## config.mk

```make
export PLATFORM = sky130hd
export DESIGN_NAME = modbus_rtu_master_transaction_top
export DESIGN_NICKNAME = d
export VERILOG_FILES = /design/src/hw/rtl/mrm_pkg.sv /design/src/hw/rtl/mrm_ram.sv /design/src/hw/rtl/mrm_ctrl.sv /design/src/hw/rtl/mrm_dp.sv /design/src/hw/rtl/modbus_rtu_master_transaction_top.sv
export SDC_FILE = /design/constraint.sdc
export NUM_CORES = 1
export LEC_CHECK = 0
export BUFFER_PORTS_ARGS = -buffer_cell sky130_fd_sc_hd__buf_2
export CORE_UTILIZATION = 50
export DETAILED_ROUTE_END_ITERATION = 8
export PLACE_DENSITY_LB_ADDON = 0.1
export SYNTH_ARGS = -nofsm -noshare
export SYNTH_HDL_FRONTEND = slang
export SYNTH_SLANG_ARGS = --single-unit
```

## constraint.sdc

```tcl
create_clock -name clk -period 5.5 [get_ports clk]
set_clock_uncertainty 0.2 [all_clocks]
set_input_delay 0.275 -clock clk [delete_from_list [all_inputs] [get_ports clk]]
set_output_delay 0.275 -clock clk [all_outputs]
set_load 0.1 [all_outputs]
```

## src/hw/rtl/mrm_pkg.sv

```systemverilog
// Shared types, codes, constants and the CRC-16 step of the Modbus RTU master.
package mrm_pkg;

    // Default register limit of a read request.
    localparam int MRM_MAX_REGS = 16;

    localparam logic [15:0] TIMEOUT_RESET = 16'd1000;
    localparam logic [15:0] CRC_POLY      = 16'hA001;
    localparam logic [15:0] CRC_SEED      = 16'hFFFF;
    localparam logic [7:0]  EXC_FLAG      = 8'h80;
    localparam logic [7:0]  FC_READ_HOLD  = 8'd3;
    localparam logic [7:0]  FC_READ_INPUT = 8'd4;
    localparam logic [7:0]  FC_WRITE_ONE  = 8'd6;
    localparam int          EXC_LEN       = 5;
    localparam int          WRITE_LEN     = 8;

    // Input beat kinds.
    typedef enum logic [1:0] {
        CMD_READ  = 2'd0,
        CMD_WRITE = 2'd1,
        CMD_RX    = 2'd2,
        CMD_TICK  = 2'd3
    } cmd_code_t;

    // Result beat kinds.
    typedef enum logic [1:0] {
        KIND_REQ    = 2'd0,
        KIND_PAY    = 2'd1,
        KIND_STATUS = 2'd2
    } kind_t;

    // Transaction status codes.
    typedef enum logic [3:0] {
        STS_OK        = 4'd0,
        STS_BAD_PARAM = 4'd1,
        STS_BUS_OFF   = 4'd2,
        STS_NO_RESP   = 4'd3,
        STS_SHORT     = 4'd4,
        STS_CRC       = 4'd5,
        STS_OTHER_SLV = 4'd6,
        STS_OTHER_FC  = 4'd7,
        STS_EXCEPTION = 4'd8,
        STS_MISMATCH  = 4'd9
    } status_t;

    // Controller states.
    typedef enum logic [2:0] {
        S_IDLE,
        S_REQ,
        S_WAIT,
        S_EVAL,
        S_PAYRD,
        S_PAYOUT,
        S_STAT
    } state_t;

    // Commands from the controller to the datapath.
    typedef struct packed {
        logic load_start;
        logic early_emit;
        logic req_emit;
        logic rx_byte;
        logic tick;
        logic eval;
        logic pay_rd;
        logic pay_emit;
        logic stat_emit;
    } dp_cmd_t;

    // Status from the datapath to the controller.
    typedef struct packed {
        logic out_free;
        logic early_bad;
        logic req_last;
        logic rx_done;
        logic timeout;
        logic eval_pay;
        logic pay_last;
    } dp_sts_t;

    // One byte through the reflected CRC-16, bit by bit.
    function automatic logic [15:0] crc_feed(input logic [15:0] crc, input logic [7:0] b);
        logic [15:0] r;
        r = crc ^ {8'h00, b};
        for (int i = 0; i < 8; i++) begin
            r = r[0] ? ((r >> 1) ^ CRC_POLY) : (r >> 1);
        end
        return r;
    endfunction

endpackage

```

## src/hw/rtl/mrm_ram.sv

```systemverilog
// Generic single-write, single-read RAM with registered read data.
module mrm_ram #(
    parameter int WIDTH = 8,
    parameter int DEPTH = 37
) (
    input  logic                     clk,
    input  logic                     we,
    input  logic [$clog2(DEPTH)-1:0] waddr,
    input  logic [WIDTH-1:0]         wdata,
    input  logic                     re,
    input  logic [$clog2(DEPTH)-1:0] raddr,
    output logic [WIDTH-1:0]         rdata
);

    logic [WIDTH-1:0] mem [DEPTH];
    logic [WIDTH-1:0] rdata_reg;

    // Write port and registered read port.
    always_ff @(posedge clk)
    begin
        if (we)
        begin
            mem[waddr] <= wdata;
        end
        if (re)
        begin
            rdata_reg <= mem[raddr];
        end
    end

    assign rdata = rdata_reg;

endmodule

```

## src/hw/rtl/mrm_ctrl.sv

```systemverilog
// Transaction controller state machine of the Modbus RTU master.
module mrm_ctrl (
    input  logic             clk,
    input  logic             rst_n,
    input  logic             s_tvalid,
    output logic             s_tready,
    input  logic [1:0]       s_tuser,
    output mrm_pkg::dp_cmd_t cmd,
    input  mrm_pkg::dp_sts_t sts
);
    import mrm_pkg::*;

    state_t    state_reg;
    state_t    state_next;
    cmd_code_t code;
    logic      accept;
    logic      waiting;

    assign code    = cmd_code_t'(s_tuser);
    assign waiting = (state_reg == S_WAIT);

    // State register.
    always_ff @(posedge clk or negedge rst_n)
    begin
        if (!rst_n)
        begin
            state_reg <= S_IDLE;
        end
        else
        begin
            state_reg <= state_next;
        end
    end

    // Next state and datapath commands.
    always_comb
    begin
        state_next = state_reg;
        cmd        = '0;
        s_tready   = 1'b0;
        accept     = 1'b0;
        case (state_reg)
            S_IDLE, S_WAIT:
            begin
                s_tready = sts.out_free;
                accept   = s_tvalid && sts.out_free;
                if (accept)
                begin
                    case (code)
                        CMD_READ, CMD_WRITE:
                        begin
                            cmd.load_start = 1'b1;
                            if (sts.early_bad)
                            begin
                                cmd.early_emit = 1'b1;
                                state_next     = S_IDLE;
                            end
                            else
                            begin
                                state_next = S_REQ;
                            end
                        end
                        CMD_RX:
                        begin
                            if (waiting)
                            begin
                                cmd.rx_byte = 1'b1;
                                if (sts.rx_done)
                                begin
                                    state_next = S_EVAL;
                                end
                            end
                        end
                        CMD_TICK:
                        begin
                            if (waiting)
                            begin
                                cmd.tick = 1'b1;
                                if (sts.timeout)
                                begin
                                    state_next = S_EVAL;
                                end
                            end
                        end
                        default:
                        begin
                            state_next = state_reg;
                        end
                    endcase
                end
            end
            S_REQ:
            begin
                if (sts.out_free)
                begin
                    cmd.req_emit = 1'b1;
                    if (sts.req_last)
                    begin
                        state_next = S_WAIT;
                    end
                end
            end
            S_EVAL:
            begin
                cmd.eval   = 1'b1;
                state_next = sts.eval_pay ? S_PAYRD : S_STAT;
            end
            S_PAYRD:
            begin
                cmd.pay_rd = 1'b1;
                state_next = S_PAYOUT;
            end
            S_PAYOUT:
            begin
                if (sts.out_free)
                begin
                    cmd.pay_emit = 1'b1;
                    state_next   = sts.pay_last ? S_STAT : S_PAYRD;
                end
            end
            S_STAT:
            begin
                if (sts.out_free)
                begin
                    cmd.stat_emit = 1'b1;
                    state_next    = S_IDLE;
                end
            end
            default:
            begin
                state_next = S_IDLE;
            end
        endcase
    end

    // A payload beat always follows its RAM read.
    a_payout_after_read: assert property (@(posedge clk) disable iff (!rst_n)
        (state_reg == S_PAYOUT) |-> ($past(state_reg) == S_PAYRD || $past(state_reg) == S_PAYOUT))
        else $error("payload output without a preceding read");

    // At most one result is loaded per cycle.
    a_one_emit: assert property (@(posedge clk) disable iff (!rst_n)
        $onehot0({cmd.req_emit, cmd.pay_emit, cmd.stat_emit, cmd.early_emit}))
        else $error("several result loads in one cycle");

    // A result is loaded only into a free output register.
    a_emit_free: assert property (@(posedge clk) disable iff (!rst_n)
        (cmd.req_emit || cmd.pay_emit || cmd.stat_emit || cmd.early_emit) |-> sts.out_free)
        else $error("result loaded over a pending beat");

endmodule

```

## src/hw/rtl/mrm_dp.sv

```systemverilog
// Datapath of the Modbus RTU master: request, receive buffer, CRC, checks, output register.
module mrm_dp #(
    parameter int MAX_REGS = mrm_pkg::MRM_MAX_REGS
) (
    input  logic             clk,
    input  logic             rst_n,
    input  logic [71:0]      s_tdata,
    input  logic [1:0]       s_tuser,
    input  logic             cfg_valid,
    input  logic [15:0]      cfg_data,
    input  mrm_pkg::dp_cmd_t cmd,
    output mrm_pkg::dp_sts_t sts,
    output logic             m_tvalid,
    input  logic             m_tready,
    output logic [31:0]      m_tdata,
    output logic [1:0]       m_tuser,
    output logic             m_tlast
);
    import mrm_pkg::*;

    localparam int RX_DEPTH = 5 + 2 * MAX_REGS + 4;
    localparam int LEN_W    = $clog2(RX_DEPTH + 1);
    localparam int ADDR_W   = $clog2(RX_DEPTH);

    // Input fields.
    logic [7:0]  in_sla;
    logic [7:0]  in_fc;
    logic [15:0] in_reg;
    logic [7:0]  in_cnt;
    logic [15:0] in_val;
    logic [7:0]  in_rx;
    logic        in_pwr;
    logic        is_read;

    assign in_sla  = s_tdata[7:0];
    assign in_fc   = s_tdata[15:8];
    assign in_reg  = s_tdata[31:16];
    assign in_cnt  = s_tdata[39:32];
    assign in_val  = s_tdata[55:40];
    assign in_rx   = s_tdata[63:56];
    assign in_pwr  = s_tdata[64];
    assign is_read = (cmd_code_t'(s_tuser) == CMD_READ);

    // Registers.
    logic [15:0]       timeout_reg;
    logic [7:0]        req_reg [6];
    logic [7:0]        cnt_reg;
    logic [LEN_W-1:0]  exp_reg;
    logic [LEN_W-1:0]  rx_len_reg;
    logic [15:0]       elapsed_reg;
    logic [15:0]       crc_reg;
    logic [7:0]        p0_reg;
    logic [7:0]        p1_reg;
    logic [7:0]        rb_reg [6];
    logic [2:0]        idx_reg;
    logic [LEN_W-1:0]  pidx_reg;
    logic [LEN_W-1:0]  pend_reg;
    status_t           ev_st_reg;
    logic [7:0]        ev_exc_reg;
    logic [5:0]        ev_pc_reg;
    logic              out_valid_reg;
    kind_t             out_kind_reg;
    logic [7:0]        out_byte_reg;
    status_t           out_st_reg;
    logic [7:0]        out_exc_reg;
    logic [5:0]        out_pc_reg;
    logic              out_last_reg;

    // Start checks.
    logic param_bad;
    assign param_bad = is_read && (in_cnt == 8'd0 || in_cnt > 8'(MAX_REGS) ||
                       (in_fc != FC_READ_HOLD && in_fc != FC_READ_INPUT));

    // Request byte selection.
    logic [7:0] req_byte;
    always_comb
    begin
        case (idx_reg)
            3'd6:    req_byte = crc_reg[7:0];
            3'd7:    req_byte = crc_reg[15:8];
            default: req_byte = req_reg[idx_reg];
        endcase
    end

    // Receive byte handling.
    logic             rx_drop;
    logic             rx_take;
    logic [LEN_W-1:0] rx_len_inc;
    logic             rx_done;
    assign rx_drop    = (rx_len_reg == '0) && (in_rx != req_reg[0]);
    assign rx_take    = cmd.rx_byte && !rx_drop && (rx_len_reg < LEN_W'(RX_DEPTH));
    assign rx_len_inc = rx_len_reg + 1'b1;
    assign rx_done    = !rx_drop && ((rx_len_inc >= LEN_W'(EXC_LEN) && rb_reg[1][7]) ||
                        rx_len_inc >= exp_reg);

    // Tick handling.
    logic [15:0] elapsed_inc;
    assign elapsed_inc = (elapsed_reg == 16'hFFFF) ? elapsed_reg : elapsed_reg + 16'd1;

    // Frame checks, in priority order.
    status_t    ev_st;
    logic [7:0] ev_exc;
    logic [8:0] bc_ext;
    logic [8:0] len_ext;
    assign bc_ext  = {1'b0, rb_reg[2]};
    assign len_ext = 9'(rx_len_reg);
    always_comb
    begin
        ev_exc = 8'd0;
        if (rx_len_reg == '0)
        begin
            ev_st = STS_NO_RESP;
        end
        else if (rx_len_reg < LEN_W'(EXC_LEN))
        begin
            ev_st = STS_SHORT;
        end
        else if ({p1_reg, p0_reg} != crc_reg)
        begin
            ev_st = STS_CRC;
        end
        else if (rb_reg[0] != req_reg[0])
        begin
            ev_st = STS_OTHER_SLV;
        end
        else if (rb_reg[1] == (req_reg[1] | EXC_FLAG))
        begin
            ev_st  = STS_EXCEPTION;
            ev_exc = rb_reg[2];
        end
        else if (rb_reg[1] != req_reg[1])
        begin
            ev_st = STS_OTHER_FC;
        end
        else if (req_reg[1] == FC_WRITE_ONE)
        begin
            if (rx_len_reg < LEN_W'(WRITE_LEN) || rb_reg[2] != req_reg[2] ||
                rb_reg[3] != req_reg[3] || rb_reg[4] != req_reg[4] || rb_reg[5] != req_reg[5])
            begin
                ev_st = STS_MISMATCH;
            end
            else
            begin
                ev_st = STS_OK;
            end
        end
        else if (bc_ext != {cnt_reg, 1'b0} || bc_ext + 9'd5 > len_ext)
        begin
            ev_st = STS_MISMATCH;
        end
        else
        begin
            ev_st = STS_OK;
        end
    end

    logic ev_pay;
    assign ev_pay = (ev_st == STS_OK) && (req_reg[1] != FC_WRITE_ONE);

    // Receive buffer.
    logic [7:0] ram_rdata;
    mrm_ram #(
        .WIDTH (8),
        .DEPTH (RX_DEPTH)
    ) u_rx_ram (
        .clk   (clk),
        .we    (rx_take),
        .waddr (rx_len_reg[ADDR_W-1:0]),
        .wdata (in_rx),
        .re    (cmd.pay_rd),
        .raddr (ADDR_W'(pidx_reg + LEN_W'(3))),
        .rdata (ram_rdata)
    );

    // Transaction state.
    always_ff @(posedge clk or negedge rst_n)
    begin
        if (!rst_n)
        begin
            timeout_reg <= TIMEOUT_RESET;
            for (int k = 0; k < 6; k++)
            begin
                req_reg[k] <= 8'd0;
                rb_reg[k]  <= 8'd0;
            end
            cnt_reg     <= 8'd0;
            exp_reg     <= '0;
            rx_len_reg  <= '0;
            elapsed_reg <= 16'd0;
            crc_reg     <= CRC_SEED;
            p0_reg      <= 8'd0;
            p1_reg      <= 8'd0;
            idx_reg     <= 3'd0;
            pidx_reg    <= '0;
            pend_reg    <= '0;
            ev_st_reg   <= STS_OK;
            ev_exc_reg  <= 8'd0;
            ev_pc_reg   <= 6'd0;
        end
        else
        begin
            if (cfg_valid)
            begin
                timeout_reg <= cfg_data;
            end
            // Start: clear the receive side and latch the request if it passes the checks.
            if (cmd.load_start)
            begin
                rx_len_reg  <= '0;
                elapsed_reg <= 16'd0;
                crc_reg     <= CRC_SEED;
                idx_reg     <= 3'd0;
                if (!(param_bad || !in_pwr))
                begin
                    req_reg[0] <= in_sla;
                    req_reg[1] <= is_read ? in_fc : FC_WRITE_ONE;
                    req_reg[2] <= in_reg[15:8];
                    req_reg[3] <= in_reg[7:0];
                    req_reg[4] <= is_read ? 8'd0 : in_val[15:8];
                    req_reg[5] <= is_read ? in_cnt : in_val[7:0];
                    cnt_reg    <= is_read ? in_cnt : 8'd0;
                    exp_reg    <= is_read ? LEN_W'(9'd5 + {in_cnt, 1'b0}) : LEN_W'(WRITE_LEN);
                end
            end
            // Request bytes: CRC over the first six, then its two bytes.
            if (cmd.req_emit)
            begin
                idx_reg <= idx_reg + 3'd1;
                if (idx_reg == 3'd7)
                begin
                    crc_reg <= CRC_SEED;
                end
                else if (idx_reg < 3'd6)
                begin
                    crc_reg <= crc_feed(crc_reg, req_byte);
                end
            end
            // Received byte: the CRC runs two bytes behind the newest one.
            if (rx_take)
            begin
                rx_len_reg <= rx_len_inc;
                p0_reg     <= p1_reg;
                p1_reg     <= in_rx;
                if (rx_len_reg >= LEN_W'(2))
                begin
                    crc_reg <= crc_feed(crc_reg, p0_reg);
                end
                for (int k = 0; k < 6; k++)
                begin
                    if (rx_len_reg == LEN_W'(k))
                    begin
                        rb_reg[k] <= in_rx;
                    end
                end
            end
            if (cmd.tick)
            begin
                elapsed_reg <= elapsed_inc;
            end
            // Latch the verdict.
            if (cmd.eval)
            begin
                ev_st_reg  <= ev_st;
                ev_exc_reg <= ev_exc;
                ev_pc_reg  <= ev_pay ? rb_reg[2][5:0] : 6'd0;
                pend_reg   <= LEN_W'(rb_reg[2] - 8'd1);
                pidx_reg   <= '0;
            end
            if (cmd.pay_emit)
            begin
                pidx_reg <= pidx_reg + 1'b1;
            end
        end
    end

    // Output register.
    always_ff @(posedge clk or negedge rst_n)
    begin
        if (!rst_n)
        begin
            out_valid_reg <= 1'b0;
            out_kind_reg  <= KIND_REQ;
            out_byte_reg  <= 8'd0;
            out_st_reg    <= STS_OK;
            out_exc_reg   <= 8'd0;
            out_pc_reg    <= 6'd0;
            out_last_reg  <= 1'b0;
        end
        else if (cmd.req_emit || cmd.pay_emit || cmd.stat_emit || cmd.early_emit)
        begin
            out_valid_reg <= 1'b1;
            out_kind_reg  <= cmd.req_emit ? KIND_REQ : (cmd.pay_emit ? KIND_PAY : KIND_STATUS);
            out_byte_reg  <= cmd.req_emit ? req_byte : (cmd.pay_emit ? ram_rdata : 8'd0);
            out_st_reg    <= cmd.stat_emit ? ev_st_reg :
                             (cmd.early_emit ? (param_bad ? STS_BAD_PARAM : STS_BUS_OFF) : STS_OK);
            out_exc_reg   <= cmd.stat_emit ? ev_exc_reg : 8'd0;
            out_pc_reg    <= cmd.stat_emit ? ev_pc_reg : 6'd0;
            out_last_reg  <= cmd.stat_emit || cmd.early_emit;
        end
        else if (m_tready)
        begin
            out_valid_reg <= 1'b0;
        end
    end

    assign m_tvalid = out_valid_reg;
    assign m_tuser  = out_kind_reg;
    assign m_tlast  = out_last_reg;
    assign m_tdata  = {6'd0, out_pc_reg, out_exc_reg, out_st_reg, out_byte_reg};

    // Status to the controller.
    always_comb
    begin
        sts.out_free  = !out_valid_reg || m_tready;
        sts.early_bad = param_bad || !in_pwr;
        sts.req_last  = (idx_reg == 3'd7);
        sts.rx_done   = rx_done;
        sts.timeout   = (elapsed_inc >= timeout_reg);
        sts.eval_pay  = ev_pay;
        sts.pay_last  = (pidx_reg == pend_reg);
    end

    // The fill count never passes the buffer depth.
    a_len_bound: assert property (@(posedge clk) disable iff (!rst_n)
        rx_len_reg <= LEN_W'(RX_DEPTH))
        else $error("receive count beyond buffer depth");

    // Only a status beat closes a run.
    a_last_status: assert property (@(posedge clk) disable iff (!rst_n)
        (m_tvalid && m_tlast) |-> (m_tuser == KIND_STATUS))
        else $error("last flag on a byte beat");

    // A payload count appears only with an ok status.
    a_pc_ok: assert property (@(posedge clk) disable iff (!rst_n)
        (m_tvalid && out_pc_reg != 6'd0) |-> (out_st_reg == STS_OK))
        else $error("payload count on a failed transaction");

endmodule

```

## src/hw/rtl/modbus_rtu_master_transaction_top.sv

```systemverilog
// Top level of the Modbus RTU master transaction engine.
//
//  Channel  Dir  Signals                       Content
//  s_*      in   tvalid tready tdata tuser     command beats (start, rx byte, tick)
//  m_*      out  tvalid tready tdata tuser     request bytes, payload bytes, status
//                tlast
//  cfg_*    in   valid ready data              timeout_ticks register
//
// A start that passes its checks is followed by 8 request beats, one per cycle
// while the output is free, and the input is held off meanwhile.
// A finished frame passes a check state, then for a good read reply each payload
// byte takes a buffer RAM read, then an output load, and last comes the status beat.
// A stalled output register holds off the input until it is taken.
// Reset clears the controller to idle and the timeout register to 1000 ticks.
module modbus_rtu_master_transaction_top #(
    parameter int MAX_REGS = mrm_pkg::MRM_MAX_REGS
) (
    input  logic        clk,
    input  logic        rst_n,
    input  logic        s_tvalid,
    output logic        s_tready,
    // slave_addr, function_code, register_addr, register_count, write_value,
    // rx_data, bus_powered (from bit 0 up)
    input  logic [71:0] s_tdata,
    // command
    input  logic [1:0]  s_tuser,
    output logic        m_tvalid,
    input  logic        m_tready,
    // byte_value, status, exception_code, payload_count (from bit 0 up)
    output logic [31:0] m_tdata,
    // kind
    output logic [1:0]  m_tuser,
    output logic        m_tlast,
    input  logic        cfg_valid,
    output logic        cfg_ready,
    input  logic [15:0] cfg_data
);
    import mrm_pkg::*;

    dp_cmd_t cmd;
    dp_sts_t sts;

    assign cfg_ready = 1'b1;

    // Controller.
    mrm_ctrl u_ctrl (
        .clk      (clk),
        .rst_n    (rst_n),
        .s_tvalid (s_tvalid),
        .s_tready (s_tready),
        .s_tuser  (s_tuser),
        .cmd      (cmd),
        .sts      (sts)
    );

    // Datapath.
    mrm_dp #(
        .MAX_REGS (MAX_REGS)
    ) u_dp (
        .clk       (clk),
        .rst_n     (rst_n),
        .s_tdata   (s_tdata),
        .s_tuser   (s_tuser),
        .cfg_valid (cfg_valid),
        .cfg_data  (cfg_data),
        .cmd       (cmd),
        .sts       (sts),
        .m_tvalid  (m_tvalid),
        .m_tready  (m_tready),
        .m_tdata   (m_tdata),
        .m_tuser   (m_tuser),
        .m_tlast   (m_tlast)
    );

endmodule
```

# After elaboration in Yosys (flattened, before gate mapping)
# Memory sizes are Yosys's and may differ from the RTL's. A register that Yosys moved wholly into a read port is not among the register bits.
# Index checks and enable logic that the tools add are counted.
dict set report classes {
  n_addsub 8
  order_cmp 11
  n_eq_ne 41
  muxes 98
  n_bitwise 20
  reduce_logical 46
}
# op count
set ops {}
lappend ops {{2-to-1 mux 16 bit} 25}
lappend ops {{2-to-1 mux 8 bit} 14}
lappend ops {{inequality test 8 bit} 7}
lappend ops {{inverter 2 -> 3 bit} 16}
lappend ops {{2-to-1 mux 4 bit} 11}
lappend ops {{2-to-1 mux 6 bit} 7}
lappend ops {{2-to-1 mux 3 bit} 11}
lappend ops {{bitwise XOR 16 x 8 -> 16 bit} 2}
lappend ops {{binary-select mux 8 bit (select 3 bit)} 1}
lappend ops {{2-to-1 mux 2 bit} 10}
lappend ops {{case mux 3 bit (6 select lines)} 1}
lappend ops {{adder 16 x 1 -> 16 bit, second input constant} 1}
lappend ops {{equality test 16 bit, second input constant} 1}
lappend ops {{greater-or-equal comparator 16 bit} 1}
lappend ops {{2-to-1 mux 1 bit} 16}
lappend ops {{inequality test 16 bit} 1}
lappend ops {{inequality test 8 x 3 -> 1 bit, second input constant} 2}
lappend ops {{case mux 8 bit (2 select lines)} 1}
lappend ops {{equality test 3 bit, second input constant} 5}
lappend ops {{logical OR 1 bit} 14}
lappend ops {{AND reduction 2 bit} 7}
lappend ops {{adder 6 x 1 -> 6 bit, second input constant} 2}
lappend ops {{equality test 6 x 2 -> 1 bit, second input constant} 2}
lappend ops {{equality test 6 x 3 -> 1 bit, second input constant} 2}
lappend ops {{other kinds (42)} 64}
dict set report word_totals {
  register_bits 246
  ramBits 328
  out_inout_bits 38
  mem_count 1
}
# memory depth width read_ports rd_clocked_by_memory_dff write_ports line
set memory_table {}
lappend memory_table {u_dp.u_rx_ram.mem 41 8 1 1 1 mrm_ram.sv:15} ;# logic [WIDTH-1:0] mem [DEPTH];

# Logic depth before layout (Yosys ltp)
dict set report depth {
  word_depth 27
  mapped_depth 16
}

# Cells and area by module
# A second synthesis with hierarchy kept.
dict set report hier_totals {
  cells_unflattened 2098
  area_unflattened_um2 27183.6
}
# mod instances cells_each area_per_inst_um2 seq_area_each_um2
set by_module_without_submodules {}
lappend by_module_without_submodules {mrm_ram 1 722 13509.2 10089.7}
lappend by_module_without_submodules {mrm_dp 1 1332 13346.6 6083.3}
lappend by_module_without_submodules {mrm_ctrl 1 42 316.6 75.1}
lappend by_module_without_submodules {modbus_rtu_master_transaction_top 1 2 11.3 0.0}

# Worst setup path after synthesis
# Ideal clock, no wire load.
dict set report synth_timing {
  path_type {register to register}
  start {reg u_dp.elapsed_reg[3]}
  end {reg u_ctrl.state_reg[1]}
  setup_time_ns 0.125
  t_arrival_ns 3.752
  required_time_ns 5.175
  path_slack_ns 1.423
  path_stages_with_launch 16
  n_path_buf 1
  synth_period_minus_slack_ns 4.077
  cell_sequence {dfrtp_1 -> buf_2 -> nand4_1 -> nor4_1 -> and4_1 -> nand4_1 -> nor2b_1 -> and3_1 -> xor2_1 -> ha_1 -> a2111oi_0 -> o21ai_1 -> a221oi_1 -> nor3_1 -> o211ai_1 -> mux2_2}
}
dict set report synth_via {
  elab_chain_len 5
}
# item line
set synth_lines {}
lappend synth_lines {{start, declared} mrm_dp.sv:50} ;# logic [15:0] elapsed_reg;
lappend synth_lines {{start signal, assigned} mrm_dp.sv:258} ;# elapsed_reg <= elapsed_inc;
lappend synth_lines {{adder 16 x 1 -> 16 bit / equality test 16 bit (equally long branches)} mrm_dp.sv:98} ;# assign elapsed_inc = (elapsed_reg == 16'hFFFF) ? elapsed_reg : elapsed_reg + 16'd1;
lappend synth_lines {{2-to-1 mux 16 bit (*)} mrm_dp.sv:98}
lappend synth_lines {{greater-or-equal comparator 16 bit (*)} mrm_dp.sv:318} ;# sts.timeout = (elapsed_inc >= timeout_reg);
lappend synth_lines {{inequality test 3 bit (no source line) (*)} n/a}
lappend synth_lines {{AND reduction 9 bit (no source line) (*)} n/a}
lappend synth_lines {{end signal, assigned} mrm_ctrl.sv:31} ;# state_reg <= state_next;
lappend synth_lines {{end, declared} mrm_ctrl.sv:13} ;# state_t state_reg;
# Mark *: on every way between the ends. The rest lies on a longest branch, timed or not.
# A chain may end at the register's enable or synchronous reset.

# Worst setup path in the final report
# Ends and elaborated chain as after synthesis.

==> tab_implementation.tex <==
\begin{tabular}{lr}
\hline
Metric & Value \\
\hline
\multicolumn{2}{l}{\textbf{Route}} \\
Vias per cell & 5.802 \\
First-pass DRT Iterations & 5 \\
DRC violation count after routing & 0 \\
Vias & 16210 \\
Count of antenna-violating nets left after detailed routing & 0 \\
Number of DRC markers after the initial detailed-route iteration & between 1000 and 1500 \\
Post-DR wirelength/cell & 24.11 um \\
Routed wire length & about 67000 um \\
\multicolumn{2}{l}{\textbf{Setup path}} \\
WP data required & $\sim$5.8 ns \\
Setup crit end kind & flip-flop \\
Number of cells on the worst reg-to-reg path & 14 \\
CP Class & reg2reg \\
Worst Path Arrival & around 5 ns \\
Worst flop-to-flop path startpoint & u\_dp.elapsed\_reg[3] \\
Reg-to-reg endpoint & u\_ctrl.state\_reg[1] \\
Cells along the critical path & nand4\_1 > nor4\_1 > and4\_1 > nand4\_1 > nor2b\_1 > and3\_1 > xor2\_1 > ha\_1 > a2111oi\_0 > o21ai\_1 > a221oi\_1 > nor3\_1 > o211ai\_1 > mux2\_2 \\
Worst-path maximum fanout & 9 \\
Most Frequent Cell on Critical Path & sky130\_fd\_sc\_hd\_\_nand4\_1 \\
Master of the slowest instance on the critical path & sky130\_fd\_sc\_hd\_\_dfrtp\_1 \\
Longest individual stage delay on the worst path & 0.49 ns \\
Startpoint type of the worst setup path & flip-flop \\
Setup crit end & u\_ctrl.state\_reg[1] \\
Start point of the critical path & u\_dp.elapsed\_reg[3] \\
Register-to-register setup slack & a little over 0.9 ns \\
\multicolumn{2}{l}{\textbf{Synthesis}} \\
Fraction of synthesized cell area taken by the top area cell type & 38.49\% \\
Leading cell type by number of instances after synthesis & sky130\_fd\_sc\_hd\_\_edfxtp\_1 \\
Flip-flop cell with the highest count after synthesis & sky130\_fd\_sc\_hd\_\_edfxtp\_1 \\
Post-synthesis cell count & 1850 \\
Most area-hungry cell type in the Yosys netlist & sky130\_fd\_sc\_hd\_\_edfxtp\_1 \\
Mean area per synthesized cell & 14.17 sq um \\
Share of the yosys chip area belonging to registers & 61.99\% \\
Total standard cell area after synthesis & roughly 26000 sq um \\
Number of distinct library cells after synthesis & 80 \\
\#FFs+latches synth & between 500 and 600 \\
Number of synthesized flops with an enable pin & 336 \\
Most common library cells after synthesis & sky130\_fd\_sc\_hd\_\_edfxtp\_1, sky130\_fd\_sc\_hd\_\_dfrtp\_1, sky130\_fd\_sc\_hd\_\_nand2\_1 \\
Warnings, synthesis & 0 \\
Fraction of registers with async set or reset after synthesis & 42.17\% \\
Main area contributors after synthesis & sky130\_fd\_sc\_hd\_\_edfxtp\_1, sky130\_fd\_sc\_hd\_\_dfrtp\_1, sky130\_fd\_sc\_hd\_\_mux4\_2 \\
\multicolumn{2}{l}{\textbf{Clock tree}} \\
Number of buffers on the longest clock path & 3 \\
TritonCTS clock tree & done \\
Number of buffers created by CTS & just over 60 \\
H-Tree Level Count & 2 \\
Clock sink total & 581 \\
Post-CTS setup-driven buffer insertion count & 0 \\
Clock-pin slew reported for the worst setup and hold paths after clock tree synthesis & about 0.060 ns \\
Latest clock arrival within the worst-skew pair & 0.65 ns \\
Hold buffers post-CTS & around 100 \\
Clock root cell & sky130\_fd\_sc\_hd\_\_clkbuf\_16 \\
Post-cts gate resize count & 0 \\
\multicolumn{2}{l}{\textbf{Die}} \\
Core footprint & around 50000 sq um \\
Width of the chip & $\sim$230 um \\
Floorplan row count & 83 \\
Total die area & between 50000 and 60000 sq um \\
Die H & between 200 and 250 um \\
Initial cell density of the core & 50.89\% \\
Num ports & about 130 \\
\multicolumn{2}{l}{\textbf{Global route}} \\
First-pass GRT wire length & 102200 um \\
Global-route usage over all layers & between 20\% and 30\% \\
Global route overflow & 0 \\
Number of antenna violations at the first check in global routing & 2 \\
Vias in the first global route & $\sim$16000 \\
Largest net degree at the start of global routing & $\sim$130 \\
\multicolumn{2}{l}{\textbf{Placement}} \\
DPL Wire Length & 44610 um \\
GP Congestion & 0.9223 \\
Port-buffer cells & approximately 120 \\
Cell total after placement & around 2600 \\
\multicolumn{2}{l}{\textbf{STA}} \\
Final hold slack & 0.06370 ns \\
Total Negative Setup Slacks & 0 ns \\
Share of the cycle needed by the critical path after routing & 83.19\% \\
Final max-slew violation count & 0 \\
Worst-case headroom to the max-slew limit & between 20\% and 30\% \\
Unrepaired setup endpoints after global routing & false \\
Final Hold Vio Count & 0 \\
Setup violators final & 0 \\
Transition time at the pin with the least slew margin & $\sim$1.2 ns \\
Time the worst path needs with I/O delays and setup & roughly 4.6 ns \\
Max Freq & 218.6 MHz \\
\multicolumn{2}{l}{\textbf{Finish}} \\
Layout Cells excl Fill & approximately 2800 \\
Fillcell total & around 4000 \\
Layout overhead on the synthesized area & 16.77\% \\
Nets & approximately 2200 \\
Footprint of the multi-input gates & roughly 9400 sq um \\
Number of flip-flops under the largest register name & $\sim$330 \\
Storage cell area & 16250 sq um \\
Share of cells above drive strength 1 & 22.41\% \\
\multicolumn{2}{l}{\textbf{Power and ir drop}} \\
Areal power density over the cells & 502.0 nW/um\^{}2 \\
Worst supply voltage drop on vdd & 0.3340 mV \\
Static leakage & about 0.012 uW \\
\multicolumn{2}{l}{\textbf{Worst hold path}} \\
Worst min-delay path category & in2reg \\
Worst hold path stage count & 4 \\
\multicolumn{2}{l}{\textbf{Status}} \\
Status & finished clean \\
\multicolumn{2}{l}{\textbf{Flow run}} \\
Max cap viols & 0 \\
\hline
\end{tabular}
critical path, delay by kind of cell (launching register included):
kind	cells	cell delay, ns
AO/OA/AOI/OAI	4	1.25
XOR/XNOR	1	0.21
adder cells (fa/ha/maj)	1	0.28
flip-flops	1	0.49
multiplexers	1	0.37
AND/OR/NAND/NOR	7	1.67
worst min-delay path by stage:
stage / end / start
5_1_grt: u_ctrl.state_reg[0] / s_tuser[1]
3_3_place_gp: u_dp.req_reg[18] / rst_n
3_5_place_dp: u_dp.req_reg[28] / rst_n
6_report: u_ctrl.state_reg[0] / s_tuser[1]
4_1_cts: u_ctrl.state_reg[0] / s_tuser[1]
2_1_floorplan: u_ctrl.state_reg[0] / rst_n
layer usage:
| layer | track usage [%] | vias up | part of all wire [%] |
|---|---|---|---|
| met5 | 0 | - | 0 |
| met4 | 9.520 | 0 | 3.3 |
| met2 | 41.54 | 476 | 48 |
| met1 | 35.90 | 8283 | 43 |
| li1 | - | 7305 | - |
| met3 | 3.570 | 142 | 5.4 |
cell families after synthesis:
| logic type | synth area share, % |
|---|---|
| buf+inv | 2.473 |
| mux | 14.14 |
| compound gates | 6.673 |
| other cells | 0.02865 |
| xor+xnor | 4.955 |
| simple gates | 7.590 |
| fa+ha+maj | 2.148 |
| flops | 61.99 |
per-stage QoR:
step | power [uW] | util (%) | cell area [sq um] | setup slack (ns)
after floorplan | 9571 | - | 26230 | 1.423
after global placement | 11110 | 53.38 | 27500 | 1.026
after detailed placement | 11190 | 53.38 | 27500 | 0.9392
after CTS | 15490 | 59.41 | 30600 | 0.9312
after global routing | 16010 | 59.41 | 30600 | 0.5835
final | 15360 | 59.42 | 30610 | 0.9248
area by class of cell:
cell class              instances  area share, %
clock inverters                36          1.218
multi-input cells            1118          30.63
diodes                          2        0.01635
flip-flops and latches        581          53.10
well taps                     680          2.780
inverters                      43         0.5273
repair buffers                253          6.206
clock buffers                  80          5.523
power breakdown:
part | switching, uW | total, uW | leakage, uW | internal, uW
registers | 568 | 5640 | 0.00623 | 5080
logic | 2980 | 5520 | 0.00487 | 2540
clock network | 1750 | 4200 | 0.00100 | 2450
cells in the final DEF, fill, tap and decap left out, drive strengths merged, types with 44 or more instances in the layout:
| cell type | instances |
|---|---|
| a21oi | 57 |
| buf | 149 |
| clkbuf | 80 |
| dfrtp | 223 |
| dlygate4sd3 | 104 |
| edfxtp | 336 |
| ha | 45 |
| inv | 44 |
| mux2 | 101 |
| mux4 | 100 |
| nand2 | 131 |
| nor2 | 122 |
| o21ai | 90 |
| xnor2 | 103 |
Power figures use the tool's default switching activity.
